$ cat src/hdl/des_pkg.sv
// Package: DES constants, permutation tables, S-boxes and round helper functions.
`default_nettype none

package des_pkg;

  localparam int BLOCK_W = 64;
  localparam int KEY_W   = 64;
  localparam int HALF_W  = 32;
  localparam int CD_W    = 56;
  localparam int SUBK_W  = 48;
  localparam int ROUNDS  = 16;
  localparam int ROUND_W = $clog2(ROUNDS);

  typedef logic [BLOCK_W-1:0] block_t;
  typedef logic [KEY_W-1:0]   key_t;
  typedef logic [HALF_W-1:0]  half_t;
  typedef logic [CD_W-1:0]    cd_t;
  typedef logic [SUBK_W-1:0]  subkey_t;
  typedef logic [ROUND_W-1:0] round_idx_t;

  // Table entries number bits 1..N from the most significant end.
  localparam logic [6:0] IP_TAB [64] = '{
    7'd58, 7'd50, 7'd42, 7'd34, 7'd26, 7'd18, 7'd10, 7'd2,
    7'd60, 7'd52, 7'd44, 7'd36, 7'd28, 7'd20, 7'd12, 7'd4,
    7'd62, 7'd54, 7'd46, 7'd38, 7'd30, 7'd22, 7'd14, 7'd6,
    7'd64, 7'd56, 7'd48, 7'd40, 7'd32, 7'd24, 7'd16, 7'd8,
    7'd57, 7'd49, 7'd41, 7'd33, 7'd25, 7'd17, 7'd9,  7'd1,
    7'd59, 7'd51, 7'd43, 7'd35, 7'd27, 7'd19, 7'd11, 7'd3,
    7'd61, 7'd53, 7'd45, 7'd37, 7'd29, 7'd21, 7'd13, 7'd5,
    7'd63, 7'd55, 7'd47, 7'd39, 7'd31, 7'd23, 7'd15, 7'd7
  };

  localparam logic [6:0] FP_TAB [64] = '{
    7'd40, 7'd8, 7'd48, 7'd16, 7'd56, 7'd24, 7'd64, 7'd32,
    7'd39, 7'd7, 7'd47, 7'd15, 7'd55, 7'd23, 7'd63, 7'd31,
    7'd38, 7'd6, 7'd46, 7'd14, 7'd54, 7'd22, 7'd62, 7'd30,
    7'd37, 7'd5, 7'd45, 7'd13, 7'd53, 7'd21, 7'd61, 7'd29,
    7'd36, 7'd4, 7'd44, 7'd12, 7'd52, 7'd20, 7'd60, 7'd28,
    7'd35, 7'd3, 7'd43, 7'd11, 7'd51, 7'd19, 7'd59, 7'd27,
    7'd34, 7'd2, 7'd42, 7'd10, 7'd50, 7'd18, 7'd58, 7'd26,
    7'd33, 7'd1, 7'd41, 7'd9,  7'd49, 7'd17, 7'd57, 7'd25
  };

  localparam logic [5:0] E_TAB [48] = '{
    6'd32, 6'd1,  6'd2,  6'd3,  6'd4,  6'd5,  6'd4,  6'd5,  6'd6,  6'd7,  6'd8,  6'd9,
    6'd8,  6'd9,  6'd10, 6'd11, 6'd12, 6'd13, 6'd12, 6'd13, 6'd14, 6'd15, 6'd16, 6'd17,
    6'd16, 6'd17, 6'd18, 6'd19, 6'd20, 6'd21, 6'd20, 6'd21, 6'd22, 6'd23, 6'd24, 6'd25,
    6'd24, 6'd25, 6'd26, 6'd27, 6'd28, 6'd29, 6'd28, 6'd29, 6'd30, 6'd31, 6'd32, 6'd1
  };

  localparam logic [5:0] P_TAB [32] = '{
    6'd16, 6'd7,  6'd20, 6'd21, 6'd29, 6'd12, 6'd28, 6'd17,
    6'd1,  6'd15, 6'd23, 6'd26, 6'd5,  6'd18, 6'd31, 6'd10,
    6'd2,  6'd8,  6'd24, 6'd14, 6'd32, 6'd27, 6'd3,  6'd9,
    6'd19, 6'd13, 6'd30, 6'd6,  6'd22, 6'd11, 6'd4,  6'd25
  };

  localparam logic [6:0] PC1_TAB [56] = '{
    7'd57, 7'd49, 7'd41, 7'd33, 7'd25, 7'd17, 7'd9,  7'd1,  7'd58, 7'd50, 7'd42, 7'd34, 7'd26, 7'd18,
    7'd10, 7'd2,  7'd59, 7'd51, 7'd43, 7'd35, 7'd27, 7'd19, 7'd11, 7'd3,  7'd60, 7'd52, 7'd44, 7'd36,
    7'd63, 7'd55, 7'd47, 7'd39, 7'd31, 7'd23, 7'd15, 7'd7,  7'd62, 7'd54, 7'd46, 7'd38, 7'd30, 7'd22,
    7'd14, 7'd6,  7'd61, 7'd53, 7'd45, 7'd37, 7'd29, 7'd21, 7'd13, 7'd5,  7'd28, 7'd20, 7'd12, 7'd4
  };

  localparam logic [5:0] PC2_TAB [48] = '{
    6'd14, 6'd17, 6'd11, 6'd24, 6'd1,  6'd5,  6'd3,  6'd28, 6'd15, 6'd6,  6'd21, 6'd10,
    6'd23, 6'd19, 6'd12, 6'd4,  6'd26, 6'd8,  6'd16, 6'd7,  6'd27, 6'd20, 6'd13, 6'd2,
    6'd41, 6'd52, 6'd31, 6'd37, 6'd47, 6'd55, 6'd30, 6'd40, 6'd51, 6'd45, 6'd33, 6'd48,
    6'd44, 6'd49, 6'd39, 6'd56, 6'd34, 6'd53, 6'd46, 6'd42, 6'd50, 6'd36, 6'd29, 6'd32
  };

  // Total left rotation of the C and D halves once round n is reached.
  localparam logic [4:0] ROT_SUM [ROUNDS] = '{
    5'd1,  5'd2,  5'd4,  5'd6,  5'd8,  5'd10, 5'd12, 5'd14,
    5'd15, 5'd17, 5'd19, 5'd21, 5'd23, 5'd25, 5'd27, 5'd28
  };

  localparam logic [3:0] SBOX [8][4][16] = '{
    '{'{4'd14,4'd4,4'd13,4'd1,4'd2,4'd15,4'd11,4'd8,4'd3,4'd10,4'd6,4'd12,4'd5,4'd9,4'd0,4'd7},
      '{4'd0,4'd15,4'd7,4'd4,4'd14,4'd2,4'd13,4'd1,4'd10,4'd6,4'd12,4'd11,4'd9,4'd5,4'd3,4'd8},
      '{4'd4,4'd1,4'd14,4'd8,4'd13,4'd6,4'd2,4'd11,4'd15,4'd12,4'd9,4'd7,4'd3,4'd10,4'd5,4'd0},
      '{4'd15,4'd12,4'd8,4'd2,4'd4,4'd9,4'd1,4'd7,4'd5,4'd11,4'd3,4'd14,4'd10,4'd0,4'd6,4'd13}},
    '{'{4'd15,4'd1,4'd8,4'd14,4'd6,4'd11,4'd3,4'd4,4'd9,4'd7,4'd2,4'd13,4'd12,4'd0,4'd5,4'd10},
      '{4'd3,4'd13,4'd4,4'd7,4'd15,4'd2,4'd8,4'd14,4'd12,4'd0,4'd1,4'd10,4'd6,4'd9,4'd11,4'd5},
      '{4'd0,4'd14,4'd7,4'd11,4'd10,4'd4,4'd13,4'd1,4'd5,4'd8,4'd12,4'd6,4'd9,4'd3,4'd2,4'd15},
      '{4'd13,4'd8,4'd10,4'd1,4'd3,4'd15,4'd4,4'd2,4'd11,4'd6,4'd7,4'd12,4'd0,4'd5,4'd14,4'd9}},
    '{'{4'd10,4'd0,4'd9,4'd14,4'd6,4'd3,4'd15,4'd5,4'd1,4'd13,4'd12,4'd7,4'd11,4'd4,4'd2,4'd8},
      '{4'd13,4'd7,4'd0,4'd9,4'd3,4'd4,4'd6,4'd10,4'd2,4'd8,4'd5,4'd14,4'd12,4'd11,4'd15,4'd1},
      '{4'd13,4'd6,4'd4,4'd9,4'd8,4'd15,4'd3,4'd0,4'd11,4'd1,4'd2,4'd12,4'd5,4'd10,4'd14,4'd7},
      '{4'd1,4'd10,4'd13,4'd0,4'd6,4'd9,4'd8,4'd7,4'd4,4'd15,4'd14,4'd3,4'd11,4'd5,4'd2,4'd12}},
    '{'{4'd7,4'd13,4'd14,4'd3,4'd0,4'd6,4'd9,4'd10,4'd1,4'd2,4'd8,4'd5,4'd11,4'd12,4'd4,4'd15},
      '{4'd13,4'd8,4'd11,4'd5,4'd6,4'd15,4'd0,4'd3,4'd4,4'd7,4'd2,4'd12,4'd1,4'd10,4'd14,4'd9},
      '{4'd10,4'd6,4'd9,4'd0,4'd12,4'd11,4'd7,4'd13,4'd15,4'd1,4'd3,4'd14,4'd5,4'd2,4'd8,4'd4},
      '{4'd3,4'd15,4'd0,4'd6,4'd10,4'd1,4'd13,4'd8,4'd9,4'd4,4'd5,4'd11,4'd12,4'd7,4'd2,4'd14}},
    '{'{4'd2,4'd12,4'd4,4'd1,4'd7,4'd10,4'd11,4'd6,4'd8,4'd5,4'd3,4'd15,4'd13,4'd0,4'd14,4'd9},
      '{4'd14,4'd11,4'd2,4'd12,4'd4,4'd7,4'd13,4'd1,4'd5,4'd0,4'd15,4'd10,4'd3,4'd9,4'd8,4'd6},
      '{4'd4,4'd2,4'd1,4'd11,4'd10,4'd13,4'd7,4'd8,4'd15,4'd9,4'd12,4'd5,4'd6,4'd3,4'd0,4'd14},
      '{4'd11,4'd8,4'd12,4'd7,4'd1,4'd14,4'd2,4'd13,4'd6,4'd15,4'd0,4'd9,4'd10,4'd4,4'd5,4'd3}},
    '{'{4'd12,4'd1,4'd10,4'd15,4'd9,4'd2,4'd6,4'd8,4'd0,4'd13,4'd3,4'd4,4'd14,4'd7,4'd5,4'd11},
      '{4'd10,4'd15,4'd4,4'd2,4'd7,4'd12,4'd9,4'd5,4'd6,4'd1,4'd13,4'd14,4'd0,4'd11,4'd3,4'd8},
      '{4'd9,4'd14,4'd15,4'd5,4'd2,4'd8,4'd12,4'd3,4'd7,4'd0,4'd4,4'd10,4'd1,4'd13,4'd11,4'd6},
      '{4'd4,4'd3,4'd2,4'd12,4'd9,4'd5,4'd15,4'd10,4'd11,4'd14,4'd1,4'd7,4'd6,4'd0,4'd8,4'd13}},
    '{'{4'd4,4'd11,4'd2,4'd14,4'd15,4'd0,4'd8,4'd13,4'd3,4'd12,4'd9,4'd7,4'd5,4'd10,4'd6,4'd1},
      '{4'd13,4'd0,4'd11,4'd7,4'd4,4'd9,4'd1,4'd10,4'd14,4'd3,4'd5,4'd12,4'd2,4'd15,4'd8,4'd6},
      '{4'd1,4'd4,4'd11,4'd13,4'd12,4'd3,4'd7,4'd14,4'd10,4'd15,4'd6,4'd8,4'd0,4'd5,4'd9,4'd2},
      '{4'd6,4'd11,4'd13,4'd8,4'd1,4'd4,4'd10,4'd7,4'd9,4'd5,4'd0,4'd15,4'd14,4'd2,4'd3,4'd12}},
    '{'{4'd13,4'd2,4'd8,4'd4,4'd6,4'd15,4'd11,4'd1,4'd10,4'd9,4'd3,4'd14,4'd5,4'd0,4'd12,4'd7},
      '{4'd1,4'd15,4'd13,4'd8,4'd10,4'd3,4'd7,4'd4,4'd12,4'd5,4'd6,4'd11,4'd0,4'd14,4'd9,4'd2},
      '{4'd7,4'd11,4'd4,4'd1,4'd9,4'd12,4'd14,4'd2,4'd0,4'd6,4'd10,4'd13,4'd15,4'd3,4'd5,4'd8},
      '{4'd2,4'd1,4'd14,4'd7,4'd4,4'd10,4'd8,4'd13,4'd15,4'd12,4'd9,4'd0,4'd3,4'd5,4'd6,4'd11}}
  };

  function automatic block_t des_init_perm(input block_t src);
    block_t res;
    for (int i = 0; i < 64; i++) res[63-i] = src[6'(64 - int'(IP_TAB[i]))];
    return res;
  endfunction

  function automatic block_t des_final_perm(input block_t src);
    block_t res;
    for (int i = 0; i < 64; i++) res[63-i] = src[6'(64 - int'(FP_TAB[i]))];
    return res;
  endfunction

  function automatic cd_t des_pc1(input key_t key);
    cd_t res;
    for (int i = 0; i < 56; i++) res[55-i] = key[6'(64 - int'(PC1_TAB[i]))];
    return res;
  endfunction

  function automatic logic [27:0] des_rot28(input logic [27:0] half, input logic [4:0] amt);
    logic [55:0] dbl;
    dbl = {half, half} << amt;
    return dbl[55:28];
  endfunction

  // Subkey of one round; rnd is a constant at each use, so this folds to wiring.
  function automatic subkey_t des_subkey(input cd_t cd, input round_idx_t rnd);
    cd_t     rot;
    subkey_t res;
    rot = {des_rot28(cd[55:28], ROT_SUM[rnd]), des_rot28(cd[27:0], ROT_SUM[rnd])};
    for (int i = 0; i < 48; i++) res[47-i] = rot[6'(56 - int'(PC2_TAB[i]))];
    return res;
  endfunction

  function automatic half_t des_feistel(input half_t half, input subkey_t subkey);
    subkey_t    mixed;
    half_t      sout;
    half_t      res;
    logic [5:0] chunk;
    for (int i = 0; i < 48; i++) mixed[47-i] = half[5'(32 - int'(E_TAB[i]))];
    mixed = mixed ^ subkey;
    for (int b = 0; b < 8; b++) begin
      chunk = mixed[47-6*b -: 6];
      sout[31-4*b -: 4] = SBOX[b][{chunk[5], chunk[0]}][chunk[4:1]];
    end
    for (int i = 0; i < 32; i++) res[31-i] = sout[5'(32 - int'(P_TAB[i]))];
    return res;
  endfunction

endpackage

`default_nettype wire

$ cat src/hdl/des_if.sv
// Interfaces: plaintext and ciphertext stream channels with valid/ready.
`default_nettype none

interface des_plain_if
  import des_pkg::*;
();
  logic   valid;
  logic   ready;
  block_t plain_block;
  modport source(output valid, output plain_block, input ready);
  modport sink(input valid, input plain_block, output ready);
endinterface

interface des_cipher_if
  import des_pkg::*;
();
  logic   valid;
  logic   ready;
  block_t cipher_block;
  modport source(output valid, output cipher_block, input ready);
  modport sink(input valid, input cipher_block, output ready);
endinterface

`default_nettype wire

$ cat src/hdl/des_block_encrypt_unit.sv
// Top level: sixteen-stage pipelined DES encryption engine with key register.
`default_nettype none

// DES encryption, one 64-bit block per clock unless out_ch stalls. A plaintext
// beat accepted on in_ch passes the initial permutation and enters the first of
// sixteen round stages; each stage holds one Feistel round (expansion, subkey XOR,
// eight S-boxes, P permutation) and its own valid bit. The sixteenth stage register
// is the output register: its ciphertext, after the swap and inverse permutation
// (pure wiring), is shown on out_ch. Sustained throughput is one beat per cycle
// while out_ch does not stall, set by the one-round-per-stage pipeline. Each
// stage advances when it is empty or when the stage after it advances, so bubbles
// collapse and a stalled out_ch holds every item in place without loss or repeat.
// The key is written through cfg_we/cfg_wdata (bit 63 is DES key bit 1, parity
// bits are ignored); all sixteen subkeys are fixed wiring from the key register,
// so a key write must happen only while the pipeline is empty. Reset clears the
// key to zero and empties the pipeline; there is no start-up sweep.
module des_block_encrypt_unit
  import des_pkg::*;
(
  input  wire logic     clk,
  input  wire logic     rst_n,
  input  wire logic     cfg_we,
  input  wire key_t     cfg_wdata,
  des_plain_if.sink     in_ch,
  des_cipher_if.source  out_ch
);

  key_t    key_r;
  cd_t     key_cd;
  subkey_t subkey [ROUNDS];

  logic  [ROUNDS:0] go;
  logic             stg_vld [ROUNDS];
  half_t            stg_l   [ROUNDS];
  half_t            stg_r   [ROUNDS];
  block_t           ip_blk;

  // Key register.
  always_ff @(posedge clk) begin
    if (!rst_n) begin
      key_r <= '0;
    end else if (cfg_we) begin
      key_r <= cfg_wdata;
    end
  end

  assign key_cd = des_pc1(key_r);

  // Advance chain: a stage may load when empty or when its successor moves on.
  assign go[ROUNDS] = out_ch.ready;
  assign ip_blk     = des_init_perm(in_ch.plain_block);
  assign in_ch.ready = go[0];

  for (genvar g = 0; g < ROUNDS; g++) begin : g_round
    assign subkey[g] = des_subkey(key_cd, ROUND_W'(g));
    assign go[g]     = !stg_vld[g] || go[g+1];

    if (g == 0) begin : g_first
      des_round u_round (
        .clk    (clk),
        .rst_n  (rst_n),
        .adv    (go[g]),
        .in_vld (in_ch.valid),
        .in_l   (ip_blk[63:32]),
        .in_r   (ip_blk[31:0]),
        .subkey (subkey[g]),
        .vld_r  (stg_vld[g]),
        .l_r    (stg_l[g]),
        .r_r    (stg_r[g])
      );
    end else begin : g_next
      des_round u_round (
        .clk    (clk),
        .rst_n  (rst_n),
        .adv    (go[g]),
        .in_vld (stg_vld[g-1]),
        .in_l   (stg_l[g-1]),
        .in_r   (stg_r[g-1]),
        .subkey (subkey[g]),
        .vld_r  (stg_vld[g]),
        .l_r    (stg_l[g]),
        .r_r    (stg_r[g])
      );
    end
  end

  // Last stage is the output register; swap halves and undo the initial permutation.
  assign out_ch.valid        = stg_vld[ROUNDS-1];
  assign out_ch.cipher_block = des_final_perm({stg_r[ROUNDS-1], stg_l[ROUNDS-1]});

endmodule

`default_nettype wire

$ cat src/hdl/des_round.sv
// One pipeline stage: a DES Feistel round with its valid bit and half-block registers.
`default_nettype none

module des_round
  import des_pkg::*;
(
  input  wire logic    clk,
  input  wire logic    rst_n,
  input  wire logic    adv,
  input  wire logic    in_vld,
  input  wire half_t   in_l,
  input  wire half_t   in_r,
  input  wire subkey_t subkey,
  output logic         vld_r,
  output half_t        l_r,
  output half_t        r_r
);

  half_t l_nxt;
  half_t r_nxt;

  always_comb begin
    l_nxt = in_r;
    r_nxt = in_l ^ des_feistel(in_r, subkey);
  end

  always_ff @(posedge clk) begin
    if (!rst_n) begin
      vld_r <= 1'b0;
    end else if (adv) begin
      vld_r <= in_vld;
    end
  end

  // Payload needs no reset; load only on a real beat.
  always_ff @(posedge clk) begin
    if (adv && in_vld) begin
      l_r <= l_nxt;
      r_r <= r_nxt;
    end
  end

endmodule

`default_nettype wire

$ cat src/flat_wrapper.sv
// flat-port wrapper written by rule: the top's interface ports become plain ports
module des_block_encrypt_unit_flat import des_pkg::*;
  (clk, rst_n, cfg_we, cfg_wdata, in_ch_valid, in_ch_plain_block, in_ch_ready, out_ch_valid, out_ch_cipher_block, out_ch_ready);
  des_plain_if in_ch_i ();
  des_cipher_if out_ch_i ();
  input  wire logic clk;
  input  wire logic rst_n;
  input  wire logic cfg_we;
  input  wire key_t cfg_wdata;
  input wire logic [$bits(in_ch_i.valid)-1:0] in_ch_valid;
  input wire logic [$bits(in_ch_i.plain_block)-1:0] in_ch_plain_block;
  output wire logic [$bits(in_ch_i.ready)-1:0] in_ch_ready;
  output wire logic [$bits(out_ch_i.valid)-1:0] out_ch_valid;
  output wire logic [$bits(out_ch_i.cipher_block)-1:0] out_ch_cipher_block;
  input wire logic [$bits(out_ch_i.ready)-1:0] out_ch_ready;
  assign in_ch_i.valid = in_ch_valid;
  assign in_ch_i.plain_block = in_ch_plain_block;
  assign in_ch_ready = in_ch_i.ready;
  assign out_ch_valid = out_ch_i.valid;
  assign out_ch_cipher_block = out_ch_i.cipher_block;
  assign out_ch_i.ready = out_ch_ready;
  des_block_encrypt_unit u_core (.clk(clk), .rst_n(rst_n), .cfg_we(cfg_we), .cfg_wdata(cfg_wdata), .in_ch(in_ch_i), .out_ch(out_ch_i));
endmodule
$ cat config.mk
export PLATFORM = sky130hd
export DESIGN_NAME = des_block_encrypt_unit_flat
export DESIGN_NICKNAME = d
export VERILOG_FILES = /design/src/hdl/des_pkg.sv /design/src/hdl/des_if.sv /design/src/hdl/des_block_encrypt_unit.sv /design/src/hdl/des_round.sv /design/src/flat_wrapper.sv
export SDC_FILE = /design/constraint.sdc
export NUM_CORES = 1
export LEC_CHECK = 0
export ABC_AREA = 1
export BUFFER_PORTS_ARGS = -buffer_cell sky130_fd_sc_hd__buf_2
export CORE_AREA = 2 2 193 157
export CTS_BUF_LIST = sky130_fd_sc_hd__clkbuf_2 sky130_fd_sc_hd__clkbuf_4 sky130_fd_sc_hd__clkbuf_8
export DETAILED_ROUTE_END_ITERATION = 12
export DIE_AREA = 0 0 195 159
export MAX_ROUTING_LAYER = met4
export PLACE_DENSITY = 0.79
export SETUP_SLACK_MARGIN = 0.4
export SYNTH_ARGS = -nofsm -noshare
export SYNTH_HDL_FRONTEND = slang
export SYNTH_SLANG_ARGS = --single-unit
$ cat constraint.sdc
create_clock -name clk -period 3.4 [get_ports clk]
set_clock_uncertainty 0.05 [all_clocks]
set_input_delay 0.68 -clock clk [delete_from_list [all_inputs] [get_ports clk]]
set_output_delay 0.68 -clock clk [all_outputs]
set_load 0.01 [all_outputs]
==> results of run 1 <==
-- per-stage QoR --
stage	total power [mW]	util, %	area (um2)
2_1_floorplan	5.19	-	14500
3_3_place_gp	5.28	51.4	14900
3_5_place_dp	5.33	51.4	14900
4_1_cts	8.66	55.2	16000
5_1_grt	8.92	55.2	16000
6_report	8.56	55.2	16000
-- kinds of logic after synthesis --
family	after synthesis	synth area share (%)
and+or+nand+nor	136	4.48
AOI/OAI and AO/OA	100	3.64
other	1	0.0261
xor gates and xnor gates	188	11.5
buffers and inverters	143	5.04
DFF	336	68.4
muxes	1	0.0698
adders and majority gates	79	6.87
-- registers in the layout, indices dropped and copies added, names as in the netlist --
| signal | count |
|---|---|
| u_core.g_round.g_next.u_round.r_r | 149 |
| u_core.key_r | 12 |
| u_core.g_round.g_first.u_round.vld_r | 1 |
| u_core.g_round.g_next.u_round.l_r | 149 |
| u_core.g_round.g_first.u_round.r_r | 7 |
| u_core.g_round.g_first.u_round.l_r | 3 |
| u_core.g_round.g_next.u_round.vld_r | 15 |
-- final cells by class --
class	count	area, um2
Multi-Input combinational cell	552	4000
Inverter	74	278
Tap cell	377	472
Fill cell	2280	13000
Timing Repair Buffer	70	417
Clock buffer	80	976
Sequential cell	336	9810
Clock inverter	7	53.8
-- timing repair --
action / 4_1_cts / 5_1_grt
resized for setup: 4 / 1
cloned: 0 / 0
pin swaps: 5 / 3
endpoints found under the hold margin: 0 / 0
setup endpoints to repair: 1 / 1
buffers inserted: 6 / 0
hold buffers: 0 / 0
-- worst max path at each step --
stage                                             from  slack [ns]                                 endpoint  cells after the start
2_1_floorplan                             out_ch_ready        0.76  u_core.g_round[8].g_next.u_round.l_r[0]                      6
3_3_place_gp                              out_ch_ready        0.51                              in_ch_ready                     10
3_5_place_dp                              out_ch_ready        0.48                              in_ch_ready                     10
4_1_cts        u_core.g_round[14].g_next.u_round.vld_r        0.41                              in_ch_ready                      8
5_1_grt        u_core.g_round[15].g_next.u_round.vld_r        0.43                              in_ch_ready                      8
6_report                                  out_ch_ready        0.58                              in_ch_ready                     10
-- worst register-to-register path, stage by stage, from the launching register on --
cell      delay, ns
dfxtp_1        0.76
clkinv_1       0.73
ha_1           0.56
nand2_1        0.09
inv_1          0.11
nor2_1         0.04
nor2_1         0.11
a21oi_1        0.06
-- synthesized netlist by cell type --
cell type,number
a21oi_1,31
a21oi_2,1
a22oi_1,1
a31oi_1,4
buf_1,5
buf_2,5
buf_4,48
clkbuf_1,11
clkinv_1,2
conb_1,1
dfxtp_1,28
edfxtp_1,308
ha_1,78
inv_1,71
inv_2,1
maj3_1,1
mux2i_1,1
nand2_1,83
nand3_1,3
nand3_2,1
nand4_2,1
nand4_4,3
nor2_1,32
nor2_4,1
nor2_8,1
nor3_1,1
nor3_4,1
o211ai_1,2
o21ai_0,59
o21bai_1,1
o31ai_1,1
or2_1,1
or2_2,8
xnor2_1,106
xor2_1,82
-- metal layers --
layer  GRT usage (%)  wire length (um)
met1            18.7              9770
met2            27.3             11900
met3            3.26              1130
met4            5.48               473
met5               -                 0
-- power by group --
part / switching [mW] / internal [mW]
Sequential: 0.0383 / 4.57
Combinational: 0.384 / 0.244
Clock: 1.45 / 1.88
Total: 1.87 / 6.69
==> metrics.md, run 1 <==
| Metric | Value |
|---|---|
| Max Freq | `354 MHz` |
| GRT Util Overall | `15.9%` |
| Vias after detailed routing | `7136` |
| Final Wtd Congestion | `0.808` |
| Ant. Diodes | `0` |
| Die ar. | `31000 um2` |
| Clk Latency, worst-skew pair | `0.56 ns` |
| Outcome | `completed` |
| Final hold violation count | `0` |
| TritonCTS clock tree | `yes` |
| Initial drt markers | `387` |
| DRC Markers | `0` |
| Die Y | `159 um` |
| Core Footprint | `29000 um2` |
| Hold path cells | `1` |
| Most frequent cells in the layout | `308 x edfxtp_1, 106 x xnor2_1, 83 x nand2_1, 82 x xor2_1, 78 x ha_1` |
| RSZ-0062 raised after global routing | `no` |
| Path depth of the worst reg2reg path | `7` |
| Synth unique cells | `35` |
| Post-layout min period | `2.82 ns` |
| Pre-CTS setup slack | `around 0.48 ns` |
| Num CTS Buffers | `48` |
| Post-Synthesis Cell Area | `14300 um2` |
| Crit path cell chain | `buf_2 -> inv_1 -> nand4_4 -> nor3_4 -> nand4_2 -> nor2_4 -> nand4_4 -> nor2_8 -> nand4_4 -> buf_6` |
| Final ANT Viol Nets | `0` |
| 1st-pass router iterations | `5` |
| I/O Buffers | `46` |
| RR Startpoint | `u_core.key_r[1]` |
| Vias in the first global route | `7275` |
| Row cnt | `56` |
| Top cells by area, synth | `edfxtp_1 64%, ha_1 6.8%, xnor2_1 6.5%` |
| CP required | `around 2.7 ns` |
| CTS Sinks | `336` |
| Power Density | `535 nW/um2` |
| Delay of the slowest cell on the worst path | `between 0.15 and 0.2 ns` |
| Initial antenna violation count | `0` |
| Vias per cell | `4.77` |
| Tcrit/Tclk final | `between 80% and 90%` |
| Lkg Pwr | `6.10 nW` |
| Total length of routed wires | `23.3 mm` |
| RR Endpoint | `u_core.g_round[2].g_next.u_round.r_r[10]` |
| Hold Crit Start | `in_ch_plain_block[1]` |
| Critical Path Sink Type | `output pin` |
| Share of cells above drive strength 1 | `15.9%` |
| Placed Cells | `1403` |
| TNS Setup | `0 ns` |
| Final Setup Violations | `0` |
| Top-area cell type share of the netlist area | `64.5%` |
| Clock transition at path regs | `0.06 ns` |
| #FFs+latches synth | `336` |
| Post-synth top area cell | `edfxtp_1` |
| Sequential fraction of the synthesis area | `68.4%` |
| Root buffer cell | `clkbuf_8` |
| R2R setup slack | `0.64 ns` |
| Post-DP HPWL | `roughly 16 mm` |
| Cells after synthesis | `around 1000` |
| Final Max Tran Viols | `0` |
| Crit Path Max Fanout | `3` |
| Net count, final | `1293` |
| Cell family with most CP delay | `simple AND/OR/NAND/NOR gates` |
| Worst slew pin tran | `just over 1 ns` |
| Hold path endpoint | `u_core.g_round[0].g_first.u_round.l_r[7]` |
| Area Overhead vs Synth | `11.6%` |
| Min Hold Slack | `~0.25 ns` |
| Commonest non-fill, non-tap cell in the layout | `edfxtp_1` |
| First-pass GRT wire length | `36.8 mm` |
| Final std cells w/o fill | `roughly 1.5k` |
| Setup ws final | `0.577 ns` |
| Clock Tree Buf Depth | `3` |
| CP most frequent cell | `nand4_4` |
| Avg Cell Area, Syn | `14.6 um2` |
| Crit path buf inv count | `3` |
| # Max-Cap Violations | `0` |
| Worst hold path class | `input pin to flip-flop` |
| Startpoint types | `input pin` |
| Htree depth | `2` |
| Initial core utilization | `about half` |
| Gr ovfl total | `0` |
| Die W | `195 um` |
| VDD IR-drop max | `0.338 mV` |
| Slowest-stage cell, CP | `nor3_4` |
| I/O Pins | `199` |
| Slew HR | `30.8%` |
| CP arrival | `2.09 ns` |
| Largest net degree at the start of global routing | `25` |
| Wirelength per Cell | `15.6 um` |
| YS warnings | `0` |
| Critical path type | `input pin to output pin` |
No activity file was read; power rests on OpenSTA's default activity.
==> run 2: changes to the inputs <==
Settings changed: ABC_AREA 1 to 0, CORE_AREA 2 2 193 157 to 2 2 194 158, DIE_AREA 0 0 195 159 to 0 0 196 160, PLACE_DENSITY 0.79 to 0.82.
Clock period 3.4 ns to 2.3 ns, I/O delays scaled along.
==> run 2 against run 1 <==
The run now ends with negative setup slack left. Worst setup slack got worse by 0.60 ns. Global-route usage grew 0.062 points. Synthesized area increased by 0.81%. Sequential share of layout area decreased by 1.9 points. Clock-buffer cell count down 9. Hold slack worse by 0.22 ns. First-iteration DRC count fell by 16%. Final cell count decreased by 1.3%. Utilization rose by 0.69 points. Clock power is 48% higher. Wire length up 3.1%. Largest power group unchanged. Highest routed layer unchanged.
==> metrics.md, run 2 <==
| Metric | Value |
|---|---|
| Failing checks | `negative setup slack` |
| Largest net degree at the start of global routing | `29 (+16%)` |
| DRC Markers | `0 (unchanged)` |
| Commonest non-fill, non-tap cell in the layout | `edfxtp_1` |
| Clk Latency, worst-skew pair | `0.56 ns (about the same)` |
| Worst hold path class | `input pin to flip-flop` |
| CP required | `1.79 ns (-0.88 ns)` |
| Initial antenna violation count | `0 (unchanged)` |
| Count leader, synth | `edfxtp_1` |
| EDFF count, synth | `308 (unchanged)` |
| Final Setup Violations | `1 (+1)` |
| Root buffer cell | `clkbuf_8` |
| First-pass GRT wire length | `37.4 mm (+1.6%)` |
| Critical path type | `flip-flop to output pin` |
| Vias per cell | `4.84 (+1.5%)` |
| Clock Tree Buf Depth | `3 (unchanged)` |
| Max Freq | `430 MHz` |
| Final Max Tran Viols | `0 (unchanged)` |
| # Max-Cap Violations | `0 (unchanged)` |
| Outcome | `finished with violations` |
| Post-layout min period | `2.33 ns` |
| Cells after synthesis | `927 (-5.8%)` |
| Vias in the first global route | `7370 (+1.3%)` |
| Die ar. | `31400 um2 (+1.1%)` |
| Area Overhead vs Synth | `14.7%` |
| Clock transition at path regs | `0.06 ns (about the same)` |
| Gr ovfl total | `0 (unchanged)` |
| Startpoint types | `flip-flop` |
| Wirelength per Cell | `16.3 um (+4.5%)` |
| Avg Cell Area, Syn | `15.6 um2 (+7.0%)` |
| Most frequent cells in the layout | `308 x edfxtp_1, 119 x xnor2_1, 78 x ha_1, 75 x xor2_1, 58 x clkbuf_8` |
| Lkg Pwr | `6.15 nW (+0.83%)` |
| Top-area cell type share of the netlist area | `64.0% (-0.52 points)` |
| Core Footprint | `29700 um2 (+2.3%)` |
| Ant. Diodes | `0 (unchanged)` |
| VDD IR-drop max | `0.475 mV (+41%)` |
| 1st-pass router iterations | `5 (unchanged)` |
| #FFs+latches synth | `336 (unchanged)` |
| Synth unique cells | `41 (+17%)` |
| Vias after detailed routing | `7148 (+0.17%)` |
| Final ANT Viol Nets | `0 (unchanged)` |
| Post-Synthesis Cell Area | `14500 um2 (+0.81%)` |
| I/O Buffers | `46 (unchanged)` |
| Hold buffers post-CTS | `0 (unchanged)` |
| Num CTS Buffers | `48 (unchanged)` |
| Synth cell count leaders | `308 x edfxtp_1, 119 x xnor2_1, 78 x ha_1, 77 x xor2_1, 52 x buf_4` |
| I/O Pins | `199 (unchanged)` |
| Initial core utilization | `48.7% (-0.71 points)` |
| Die W | `196 um (+0.51%)` |
| Htree depth | `2 (unchanged)` |
| Net count, final | `1264 (-2.2%)` |
| Final core utilization | `55.9% (+0.69 points)` |
| Tcrit/Tclk final | `101%` |
| Row cnt | `57 (+1.8%)` |
| Setup ws final | `-0.0278 ns (-0.604 ns)` |
| YS warnings | `0 (unchanged)` |
| Crit Path Max Fanout | `2 (-1)` |
| Top cells by area, synth | `edfxtp_1 64%, xnor2_1 7.2%, ha_1 6.7%` |
| Slew HR | `38.2% (+7.5 points)` |
| RSZ-0062 raised after global routing | `yes` |
| Main synth FF type | `edfxtp_1` |
| Async SR Flop Fraction | `0% (unchanged)` |
| Critical Path Sink Type | `output pin` |
| Die Y | `160 um (+0.63%)` |
| Post-DP HPWL | `16.6 mm (+2.2%)` |
| Worst slew pin tran | `0.925 ns (-0.113 ns)` |
| Share of cells above drive strength 1 | `21.0% (+5.0 points)` |
| CTS Sinks | `336 (unchanged)` |
| Pre-CTS setup slack | `-0.0807 ns (-0.557 ns)` |
| Power Density | `761 nW/um2 (+42%)` |
| Final Wtd Congestion | `0.805 (-0.40%)` |
| GRT Util Overall | `16.0% (+0.062 points)` |
| Sequential fraction of the synthesis area | `67.8% (-0.55 points)` |
| Final hold violation count | `0 (unchanged)` |
| Post-synth top area cell | `edfxtp_1` |
| TritonCTS clock tree | `yes` |
| CP arrival | `1.82 ns (-0.27 ns)` |
| Total length of routed wires | `24.0 mm (+3.1%)` |
| Top flop regs | `u_core.g_round.g_next.u_round.l_r: 149 flops, u_core.g_round.g_next.u_round.r_r: 149 flops, u_core.g_round.g_next.u_round.vld_r: 15 flops` |
| Initial drt markers | `326 (-16%)` |
[run 2: changes by cell type in the layout (fill, tap and decap cells not counted), sizes merged, moves of 7 or more]
cell	delta
clkbuf	-9
nand2	-60
inv	-32
xnor2	+13
buf	+31
or2	-9
nor2b	+28
a21boi	+8
o21a	+9
clkinv	+9
o21ai	-46
nor2	-7
mux2i	+25
[run 2: routing by layer]
layer	track usage, %	vias up	part of all wire [%]	routed length [um]
met1	19.0	3518	43	10300
met2	27.6	179	51	12300
li1	-	3409	-	-
met5	-	-	0	0
met4	4.72	0	1.7	403
met3	3.13	42	4.4	1060
[run 2: layout make-up]
type / instances / area (um2)
sequential: 336 / 9840
fill: 2211 / 13100
multi-input combinational: 524 / 4320
tap: 383 / 479
clock buffer: 71 / 896
timing repair buffer: 101 / 741
clock inverter: 19 / 138
inverter: 42 / 158
[run 2: cell families after synthesis]
group                      count (synthesis)  synth area share (%)
muxes                                     28                  2.03
DFF                                      336                  67.8
buffers and inverters                    114                  4.53
xor gates and xnor gates                 199                  12.4
adders and majority gates                 79                  6.82
and+or+nand+nor                           98                  3.39
AOI/OAI and AO/OA                         72                  2.99
other                                      1                0.0259
[run 2: worst paths after layout]
kind                            slack, ns  depth (start not counted)                                     start                                        to
worst max-delay path                -0.03                          7   u_core.g_round[14].g_next.u_round.vld_r                               in_ch_ready
worst min-delay path                 0.03                          1                      in_ch_plain_block[1]  u_core.g_round[0].g_first.u_round.l_r[7]
worst max register to register       0.10                          7   u_core.g_round[14].g_next.u_round.vld_r  u_core.g_round[5].g_next.u_round.l_r[20]
worst min register to register       0.35                          0  u_core.g_round[8].g_next.u_round.r_r[27]  u_core.g_round[9].g_next.u_round.l_r[27]
[run 2: repair_timing]
action,4_1_cts,5_1_grt
endpoints found under the setup margin,214,208
gates resized for setup,28,9
pin swaps,6,3
buffers inserted,9,1
hold endpoints to repair,0,0
[run 2: critical path: stages (launching register included)]
cell	delay [ns]
dfxtp_2	0.32
and4b_2	0.32
nand2_2	0.10
nor4_4	0.14
buf_4	0.15
buf_6	0.09
inv_2	0.03
buf_6	0.11
[run 2: power breakdown]
group | internal (mW) | leakage [nW] | switching (mW)
logic | 0.394 | 2.59 | 0.512
clock network | 2.73 | 0.541 | 2.19
registers | 6.74 | 3.02 | 0.0554
[run 2: metrics by stage]
| stage | hold WS, ns | std cells | total power, mW | instance area, um2 | TNS [ns] |
|---|---|---|---|---|---|
| floorplan | 0.350 | 974 | 7.62 | 14700 | 0 |
| global placement | 0.350 | 1376 | 7.76 | 15300 | -1.84 |
| detailed placement | 0.355 | 1376 | 7.82 | 15300 | -3.15 |
| CTS | 0.00167 | 1475 | 12.7 | 16500 | -0.0540 |
| global route | 0.00248 | 1476 | 13.1 | 16600 | -0.109 |
| finish | 0.0335 | 1476 | 12.6 | 16600 | -0.0278 |
